**config.mk**
```make
export PLATFORM = sky130hd
export DESIGN_NAME = in_order_release_buffer_core
export DESIGN_NICKNAME = d
export VERILOG_FILES = /design/src/iorb_pkg.sv /design/src/in_order_release_buffer_core.sv /design/src/iorb_alu.sv /design/src/iorb_mask.sv
export VERILOG_INCLUDE_DIRS = /design/src /design/src/src
export SDC_FILE = /design/constraint.sdc
export NUM_CORES = 1
export LEC_CHECK = 0
export ABC_CLOCK_PERIOD_IN_PS = 10200
export BUFFER_PORTS_ARGS = -buffer_cell sky130_fd_sc_hd__buf_2
export CORE_UTILIZATION = 43
export CTS_BUF_LIST = sky130_fd_sc_hd__clkbuf_8 sky130_fd_sc_hd__clkbuf_16
export CTS_CLUSTER_DIAMETER = 120
export DETAILED_ROUTE_END_ITERATION = 10
export HOLD_SLACK_MARGIN = 0.12
export PLACE_DENSITY_LB_ADDON = 0.15
export REMOVE_ABC_BUFFERS = 1
export SYNTH_ARGS = -nofsm -noshare
export SYNTH_HDL_FRONTEND = slang
export SYNTH_HIERARCHICAL = 1
export SYNTH_SLANG_ARGS = --single-unit
```
**constraint.sdc**
```tcl
create_clock -name clk_i -period 10.2 [get_ports clk_i]
set_input_delay 2.55 -clock clk_i [delete_from_list [all_inputs] [get_ports clk_i]]
set_output_delay 2.55 -clock clk_i [all_outputs]
set_load 0.01 [all_outputs]
```
**src/in_order_release_buffer_core_defines.svh**
```systemverilog
// Assertion helpers for the in-order release buffer RTL.
`ifndef IN_ORDER_RELEASE_BUFFER_CORE_DEFINES_SVH
`define IN_ORDER_RELEASE_BUFFER_CORE_DEFINES_SVH

// Same-cycle implication, checked out of reset.
`define IORB_ASSERT_NOW(label, clk, rst_n, ante, cons) \
  label: assert property (@(posedge clk) disable iff (!rst_n) (ante) |-> (cons)) \
    else $error("in-order release buffer: same-cycle check failed");

// Next-cycle implication, checked out of reset.
`define IORB_ASSERT_NEXT(label, clk, rst_n, ante, cons) \
  label: assert property (@(posedge clk) disable iff (!rst_n) (ante) |=> (cons)) \
    else $error("in-order release buffer: next-cycle check failed");

`endif

```
**src/iorb_pkg.sv**
```systemverilog
package iorb_pkg;

  localparam int unsigned SEQ_W = 32;

  localparam logic [SEQ_W-1:0] TOP_SEQ   = 32'hFFFF_FFFF;
  localparam logic [SEQ_W-1:0] FIRST_SEQ = 32'd1;
  localparam logic [SEQ_W-1:0] ZERO_SEQ  = 32'd0;

  localparam logic STATUS_RELEASED = 1'b0;
  localparam logic STATUS_DROPPED  = 1'b1;

  // Operations of the shared adder
  typedef enum logic {
    ALU_SUB,
    ALU_INC
  } alu_op_e;

  typedef struct packed {
    alu_op_e           op;
    logic [SEQ_W-1:0]  a;
    logic [SEQ_W-1:0]  b;
  } alu_req_t;

  typedef struct packed {
    logic [SEQ_W-1:0]  sum;
    logic              carry;  // on subtract: a >= b
  } alu_rsp_t;

  // Commands to the pending bitmap
  typedef struct packed {
    logic set;
    logic shift;
    logic clr;
  } mask_cmd_t;

endpackage

```
**src/in_order_release_buffer_core.sv**
```systemverilog
// In-order release buffer core.
// Input: a sequence number on seq_num_i is taken at a rising edge with start
// high and busy low. busy stays high while the number is processed.
// Output: each result shows on out_seq_o, status_o and last_o for exactly one
// cycle with valid_o high; the receiver takes it at the end of that cycle and
// cannot hold it off. status_o high marks a number dropped beyond the window.
// Timing: the compare state matches the number against the expected one on
// the shared adder. Ignored, pending and dropped numbers then free the block;
// a number that completes a run moves on to the release state, which hands
// out one released number per cycle on the same adder until the run ends.
// Results are registered and show in the cycle after the step that makes
// them, consecutively, with last_o on the final one.
// Reset: nothing pending, 1 expected next, no result shown.
`include "in_order_release_buffer_core_defines.svh"

module in_order_release_buffer_core #(
  parameter int unsigned WINDOW = 32
) (
  input  logic                          clk_i,
  input  logic                          rst_ni,
  input  logic                          start,
  output logic                          busy,
  input  logic [iorb_pkg::SEQ_W-1:0]    seq_num_i,
  output logic                          valid_o,
  output logic [iorb_pkg::SEQ_W-1:0]    out_seq_o,
  output logic                          status_o,
  output logic                          last_o
);

  localparam int unsigned IDX_W = $clog2(WINDOW);

  localparam logic [1:0] ST_IDLE = 2'd0;
  localparam logic [1:0] ST_CMP  = 2'd1;
  localparam logic [1:0] ST_REL  = 2'd2;

  logic [1:0]                  state_q, state_d;
  logic [iorb_pkg::SEQ_W-1:0]  seq_q;
  logic [iorb_pkg::SEQ_W-1:0]  next_exp_q, next_exp_d;
  logic                        valid_q, valid_d;
  logic [iorb_pkg::SEQ_W-1:0]  out_seq_q, out_seq_d;
  logic                        status_q, status_d;
  logic                        last_q, last_d;

  iorb_pkg::alu_req_t   alu_req;
  iorb_pkg::alu_rsp_t   alu_rsp;
  iorb_pkg::mask_cmd_t  mask_cmd;
  logic                 next_pend;

  logic accept;
  logic in_ok;
  logic far;
  logic hit;
  logic at_top;
  logic rel_last;

  assign busy   = (state_q != ST_IDLE);
  assign accept = start && !busy;

  // Drive the shared adder: distance in compare, increment in release
  always_comb begin
    alu_req.op = (state_q == ST_REL) ? iorb_pkg::ALU_INC : iorb_pkg::ALU_SUB;
    alu_req.a  = (state_q == ST_REL) ? next_exp_q : seq_q;
    alu_req.b  = next_exp_q;
  end

  iorb_alu u_alu (
    .req_i (alu_req),
    .rsp_o (alu_rsp)
  );

  // Classify the arrival
  assign in_ok    = (seq_q != iorb_pkg::ZERO_SEQ) && alu_rsp.carry;
  assign far      = (alu_rsp.sum >= iorb_pkg::SEQ_W'(WINDOW));
  assign hit      = (alu_rsp.sum == iorb_pkg::ZERO_SEQ);
  assign at_top   = (next_exp_q == iorb_pkg::TOP_SEQ);
  assign rel_last = at_top || !next_pend;

  always_comb begin
    mask_cmd.set   = (state_q == ST_CMP) && in_ok && !far && !hit;
    mask_cmd.shift = (state_q == ST_REL) && !at_top;
    mask_cmd.clr   = (state_q == ST_REL) && at_top;
  end

  iorb_mask #(
    .WINDOW (WINDOW)
  ) u_mask (
    .clk_i       (clk_i),
    .rst_ni      (rst_ni),
    .cmd_i       (mask_cmd),
    .set_idx_i   (alu_rsp.sum[IDX_W-1:0]),
    .next_pend_o (next_pend)
  );

  // Sequencer, expected number and result register
  always_comb begin
    state_d    = state_q;
    next_exp_d = next_exp_q;
    valid_d    = 1'b0;
    out_seq_d  = out_seq_q;
    status_d   = status_q;
    last_d     = last_q;
    case (state_q)
      ST_IDLE: begin
        if (accept) begin
          state_d = ST_CMP;
        end
      end
      ST_CMP: begin
        state_d = ST_IDLE;
        if (in_ok && far) begin
          valid_d   = 1'b1;
          out_seq_d = seq_q;
          status_d  = iorb_pkg::STATUS_DROPPED;
          last_d    = 1'b1;
        end else if (in_ok && hit) begin
          state_d = ST_REL;
        end
      end
      ST_REL: begin
        valid_d    = 1'b1;
        out_seq_d  = next_exp_q;
        status_d   = iorb_pkg::STATUS_RELEASED;
        last_d     = rel_last;
        next_exp_d = at_top ? iorb_pkg::FIRST_SEQ : alu_rsp.sum;
        if (rel_last) begin
          state_d = ST_IDLE;
        end
      end
      default: begin
        state_d = ST_IDLE;
      end
    endcase
  end

  always_ff @(posedge clk_i or negedge rst_ni) begin
    if (!rst_ni) begin
      state_q    <= ST_IDLE;
      next_exp_q <= iorb_pkg::FIRST_SEQ;
      valid_q    <= 1'b0;
    end else begin
      state_q    <= state_d;
      next_exp_q <= next_exp_d;
      valid_q    <= valid_d;
    end
  end

  // Hold the arrival and the result payload
  always_ff @(posedge clk_i) begin
    if (accept) begin
      seq_q <= seq_num_i;
    end
    out_seq_q <= out_seq_d;
    status_q  <= status_d;
    last_q    <= last_d;
  end

  assign valid_o   = valid_q;
  assign out_seq_o = out_seq_q;
  assign status_o  = status_q;
  assign last_o    = last_q;

  `IORB_ASSERT_NOW(a_drop_is_last, clk_i, rst_ni, valid_o && status_o, last_o)
  `IORB_ASSERT_NEXT(a_accept_compares, clk_i, rst_ni, accept, state_q == ST_CMP)
  `IORB_ASSERT_NEXT(a_run_continues, clk_i, rst_ni, valid_o && !status_o && !last_o,
                    valid_o && !status_o && (out_seq_o == $past(out_seq_o) + 32'd1))

endmodule

```
**src/iorb_alu.sv**
```systemverilog
module iorb_alu (
  input  iorb_pkg::alu_req_t req_i,
  output iorb_pkg::alu_rsp_t rsp_o
);

  logic [iorb_pkg::SEQ_W:0] res;

  // Shared adder: distance to the expected number, or the increment of it
  always_comb begin
    case (req_i.op)
      iorb_pkg::ALU_SUB: res = {1'b0, req_i.a} + {1'b0, ~req_i.b} + 33'd1;
      iorb_pkg::ALU_INC: res = {1'b0, req_i.a} + 33'd1;
      default:           res = {1'b0, req_i.a};
    endcase
  end

  assign rsp_o.sum   = res[iorb_pkg::SEQ_W-1:0];
  assign rsp_o.carry = res[iorb_pkg::SEQ_W];

endmodule

```
**src/iorb_mask.sv**
```systemverilog
module iorb_mask #(
  parameter int unsigned WINDOW = 32
) (
  input  logic                        clk_i,
  input  logic                        rst_ni,
  input  iorb_pkg::mask_cmd_t         cmd_i,
  input  logic [$clog2(WINDOW)-1:0]   set_idx_i,
  output logic                        next_pend_o
);

  logic [WINDOW-1:0] mask_q, mask_d;

  // Clear on wrap, advance the window by one on release, mark arrivals pending
  always_comb begin
    mask_d = mask_q;
    if (cmd_i.clr) begin
      mask_d = '0;
    end else if (cmd_i.shift) begin
      mask_d = (mask_q >> 1) & ~WINDOW'(1);
    end else if (cmd_i.set) begin
      mask_d[set_idx_i] = 1'b1;
    end
  end

  always_ff @(posedge clk_i or negedge rst_ni) begin
    if (!rst_ni) begin
      mask_q <= '0;
    end else begin
      mask_q <= mask_d;
    end
  end

  // Number after the one being released is already here
  assign next_pend_o = mask_q[1];

endmodule
```
After elaboration in Yosys (flattened, before gate mapping)
Cells that the tools add are included.
Word-level totals
  output and inout port bits: 36
  flip-flop bits (word level): 133
  logic and storage cells: 68
Operators by class
  reductions and logical operators: 24
  $add $sub $neg: 3
  eq/ne operators: 6
  multiplexer cells: 21
  bitwise logic cells: 3
  $lt $le $gt $ge: 3
Operators by type and width (count)
  $mux 32: 6
  $pmux 33 s2: 1
  $pmux 32 s2: 1
  $add 32x1->33 const B: 1
  $add 32x32->33: 1
  $add 33x1->33 const B: 1
  $eq 32x32->1 const B: 1
  $ge 32x6->1 const B: 1
  $logic_not 32->1: 1
  $not 32->32: 1
  $or 32x32->32: 1
  $reduce_bool 32->1: 1
  $logic_and 1x1->1: 10
  $mux 2: 4
  $lt 5x6->1 const B: 1
  $pmux 1 s2: 3
  $pmux 2 s3: 1
  $demux 1 s5: 1
  $ge 5x1->1 const B: 1
  $logic_not 1->1: 5
  $mux 1: 4
  $ne 2x2->1 const B: 2
  $reduce_and 2->1: 2
  $reduce_bool 2->1: 2
  other kinds (7): 7

Logic depth before layout (Yosys ltp)
  depth in word-level cells: 13
  gate-level depth with buffers: 23
  mapped depth without buffers: 21

Hierarchy
The synthesis kept the hierarchy.
Modules (own cells, without submodules)
  in_order_release_buffer_core: instances 1, seq. area each 2859.0 um^2, cells each 236, area each 3942.5 um^2
  iorb_alu: instances 1, seq. area each 0.0 um^2, cells each 435, area each 2766.4 um^2
  iorb_mask: instances 1, seq. area each 775.7 um^2, cells each 148, area each 1514.0 um^2

Worst setup path before layout
Ideal clock, no wire load.
  path type: register to register
  from: register state_q[0]
  to: register last_q, in the netlist last_o (enable)
  buffers on the path: 2
  setup time: 432 ps
  slack: 4924 ps
  data required time: 9768 ps
  stages on the path, launching flop included: 20
  arrival time: 4844 ps
  cell sequence: dfrtp_1 inv_1 ha_1 buf_2 buf_1 mux2_2 ha_1 a21o_1 or2_1 o2111ai_2 nand3_2 a221o_2 a21oi_4 nor4_2 nor3_2 nor4_2 nand4_1 nor2_1 nor3_1 o21bai_1
RTL lines
  from (decl): line in_order_release_buffer_core.sv:36  | logic [1:0] state_q, state_d;
  from (signal assigned): line in_order_release_buffer_core.sv:141  | state_q <= state_d;
  to (signal assigned): line in_order_release_buffer_core.sv:154  | last_q <= last_d;
  to (decl): line in_order_release_buffer_core.sv:42  | logic last_q, last_d;

==> results.md <==
* Part of the cycle the worst path needs at 64.1%
* Cts hold-fix bufs at 0
* Die ar. at 19700 um2
* CP Data Arrival Time at 6.87 ns
* Unrepaired setup endpoints after global routing: no
* Number of enable flip-flop cells after synthesis at 66
* CTS tree: done
* Worst slew pin tran at ~0.97 ns
* Postcts setup bufs at 0
* First-pass GRT wire length at 35300 um
* Flop2flop setup slack at 3.66 ns
* Initial antenna violation count at 0
* Final WL at between 20000 and 25000 um
* Area growth syn-to-layout at 14.1%
* Clock slew at reported path FFs at 0.07 ns
* Drt first pass iters at 5
* Syn_area_per_cell at 10.0 um2
* Slew HR at 35.2%
* H-Tree Depth at 4
* Crit Path Category: reg -> reg
* Cell row count at 50
* DP HPWL at 15500 um
* Reg-to-Reg Start: state_q[0]$_DFFE_PN0P_
* TNS Setup at 0 ns
* Power density cells at 192 nW/um2
* Fin area at approximately 9400 um2
* Top cell type's share of synthesized area at 24.1%
* Worst r2r dst: u_mask/mask_q[7]$_DFFE_PN0P_
* End point of the worst hold path: next_exp_q[0]$_DFFE_PN1P_
* GP Congestion at 0.891
* Mapped cell area at 8220 um2
* Largest net degree at the start of global routing at 78
* Post-synthesis sequential area ratio at 44.2%
* Die outline width at 140 um
* Critical Path Start Type: register
* # setup viols final at 0
* Crit end category: register
* Hold Crit Class: reg -> reg
* Drt via density at 5.80
* Port-buffer cells at 70
* Placed instance area at 8800 um2
* Synth cell types at 64
* Fraction of registers with async set/reset at 50.0%
* Core Footprint at between 15000 and 20000 um2
* Clock Skew at 0.0144 ns
* I/O pins at 71
* Hold path start: next_exp_q[0]$_DFFE_PN1P_
* Synth Flop Type: edfxtp_1
* Max Cap Viol at 0
* Drt initial violations at a little under 600
* GRT Total Usage at 23.6%
* Final min period at 6.54 ns
* Grt ovf at 0
* Max Freq at 0.153 GHz
* Post-synth top cells: edfxtp_1 (66), dfrtp_1 (65), nand2_1 (59)
* TritonCTS Buffers at 17
* Dominant cell by count in the synthesized netlist: edfxtp_1
* Hold violation total from the final report at 0
* Status: completed
* Layout cells sized above 1 at between 10% and 20%
* Hold depth at 2
* Vias in the first global route at 6397
* Per-cell routed wire length at between 15 and 20 um
* Drc violations at 0
* Yosys top cell by area: edfxtp_1
* Req. time, crit path at roughly 11 ns
* Routed Antenna Nets at 0
* Leakage at 3.69 nW
* Root Buffer: clkbuf_16
* Clock Tree Buf Depth at 2
* Post-CTS sizing at 0
* # diodes at 0
* Slew Limit Fails at 0
* Synth top area cells: edfxtp_1 (24%), dfrtp_1 (20%), ha_1 (5.5%)
* Die height at 140 um
* Ys Warns at 6
* Worst R2R Path Depth at 20
* DR vias at 6514
* Final design utilization at 50.2%
* Worst VDD drop at 0.126 mV
* Synthesized netlist cell count at 819
* CTS Sinks at around 130
* Crit-path max FO at 65
* Worst-Skew Late Latency at around 0.44 ns
* #FFs+latches synth at roughly 130
* NumNets Final at 949
* Initial Utilization at between 40% and 50%
## layout by cell type (no fill, tap or decap), types with 5 or more instances in the layout
cell and n:
buf_2 70, edfxtp_1 66, dfrtp_1 65, nand2_1 59
inv_1 49, a21oi_1 49, xnor2_1 37, nor3_1 35
o21ai_0 35, ha_1 35, nor2_1 32, mux2_2 32
a211oi_1 32, nor2b_1 31, a22o_1 30, nand4_1 19
xor2_1 19, nand3_1 18, a21o_1 18, clkbuf_16 17
and3_1 13, nor4_1 11, and4_1 8, o21ai_1 7
nor4_2 6, buf_4 6, o21bai_1 6, nand2b_1 5
and3b_1 5
## critical path: stages, from the launching register on
cell	delay [ns]
dfrtp_1	0.38
inv_1	0.14
ha_4	0.46
buf_4	0.60
mux2_2	0.47
ha_1	0.41
o21ai_0	0.12
a21oi_1	0.25
o2111ai_2	0.20
a21oi_1	0.33
nor2_1	0.16
o31ai_1	0.44
xnor2_1	0.17
o21ai_0	0.16
nor4_2	0.36
nand4_1	0.17
or4_4	0.56
nor2_1	0.18
and3_1	0.46
a211oi_1	0.14
nor3_1	0.23
## cell families (layout without fill, tap and decap cells)
| group | Yosys count | in the layout | synth area share [%] |
|---|---|---|---|
| AO/OA/AOI/OAI | 212 | 212 | 17.7 |
| XOR/XNOR | 56 | 56 | 5.96 |
| adder cells (fa/ha/maj) | 37 | 37 | 5.72 |
| buffers and inverters | 87 | 158 | 4.12 |
| flip-flops | 132 | 132 | 44.2 |
| multiplexers | 35 | 35 | 4.75 |
| AND/OR/NAND/NOR | 260 | 260 | 17.5 |
## report_power, final
| part | internal (mW) | switching (mW) |
|---|---|---|
| clock network | 0.362 | 0.255 |
| logic | 0.183 | 0.328 |
| registers | 0.648 | 0.0260 |
## registers in the layout (all words and copies together), names as in the netlist
signal         count
state_q            2
seq_q             32
u_mask/mask_q     31
out_seq_o         32
last_o             1
next_exp_q        32
status_o           1
valid_o            1
## cell type report
| class | count | area (um2) |
|---|---|---|
| clock buffers | 17 | 425 |
| fillers | 1740 | 9320 |
| repair buffers | 76 | 395 |
| flip-flops and latches | 132 | 3630 |
| well taps | 234 | 293 |
| inverters | 50 | 188 |
| multi-input cells | 600 | 4290 |
| clock inverters | 15 | 156 |
## routing by layer
layer | vias to the layer above | share of wire, % | global-route usage [%]
li1 | 3156 | - | -
met1 | 3170 | 48 | 33.5
met2 | 161 | 45 | 35.7
met3 | 27 | 4.1 | 3.86
met4 | 0 | 2.1 | 9.60
met5 | - | 0 | 0
## metrics by stage
step	setup slack (ns)	total power, mW	hold slack (ns)	cells
3_3_place_gp	3.88	1.19	0.499	1092
2_1_floorplan	3.33	1.02	0.481	782
4_1_cts	3.76	1.81	0.516	1124
6_report	3.66	1.80	0.519	1124
3_5_place_dp	3.79	1.19	0.503	1092
5_1_grt	3.20	1.89	0.543	1124
## worst max-delay path by stage
stage                               endpoint                    from  depth (start not counted)
6_report        u_mask/mask_q[7]$_DFFE_PN0P_  state_q[0]$_DFFE_PN0P_                         20
5_1_grt        u_mask/mask_q[19]$_DFFE_PN0P_  state_q[0]$_DFFE_PN0P_                         22
4_1_cts         u_mask/mask_q[7]$_DFFE_PN0P_  state_q[0]$_DFFE_PN0P_                         22
3_5_place_dp    u_mask/mask_q[7]$_DFFE_PN0P_  state_q[0]$_DFFE_PN0P_                         22
3_3_place_gp   u_mask/mask_q[12]$_DFFE_PN0P_  state_q[0]$_DFFE_PN0P_                         20
2_1_floorplan  u_mask/mask_q[12]$_DFFE_PN0P_  state_q[0]$_DFFE_PN0P_                         21
Power figures use the tool's default switching activity.
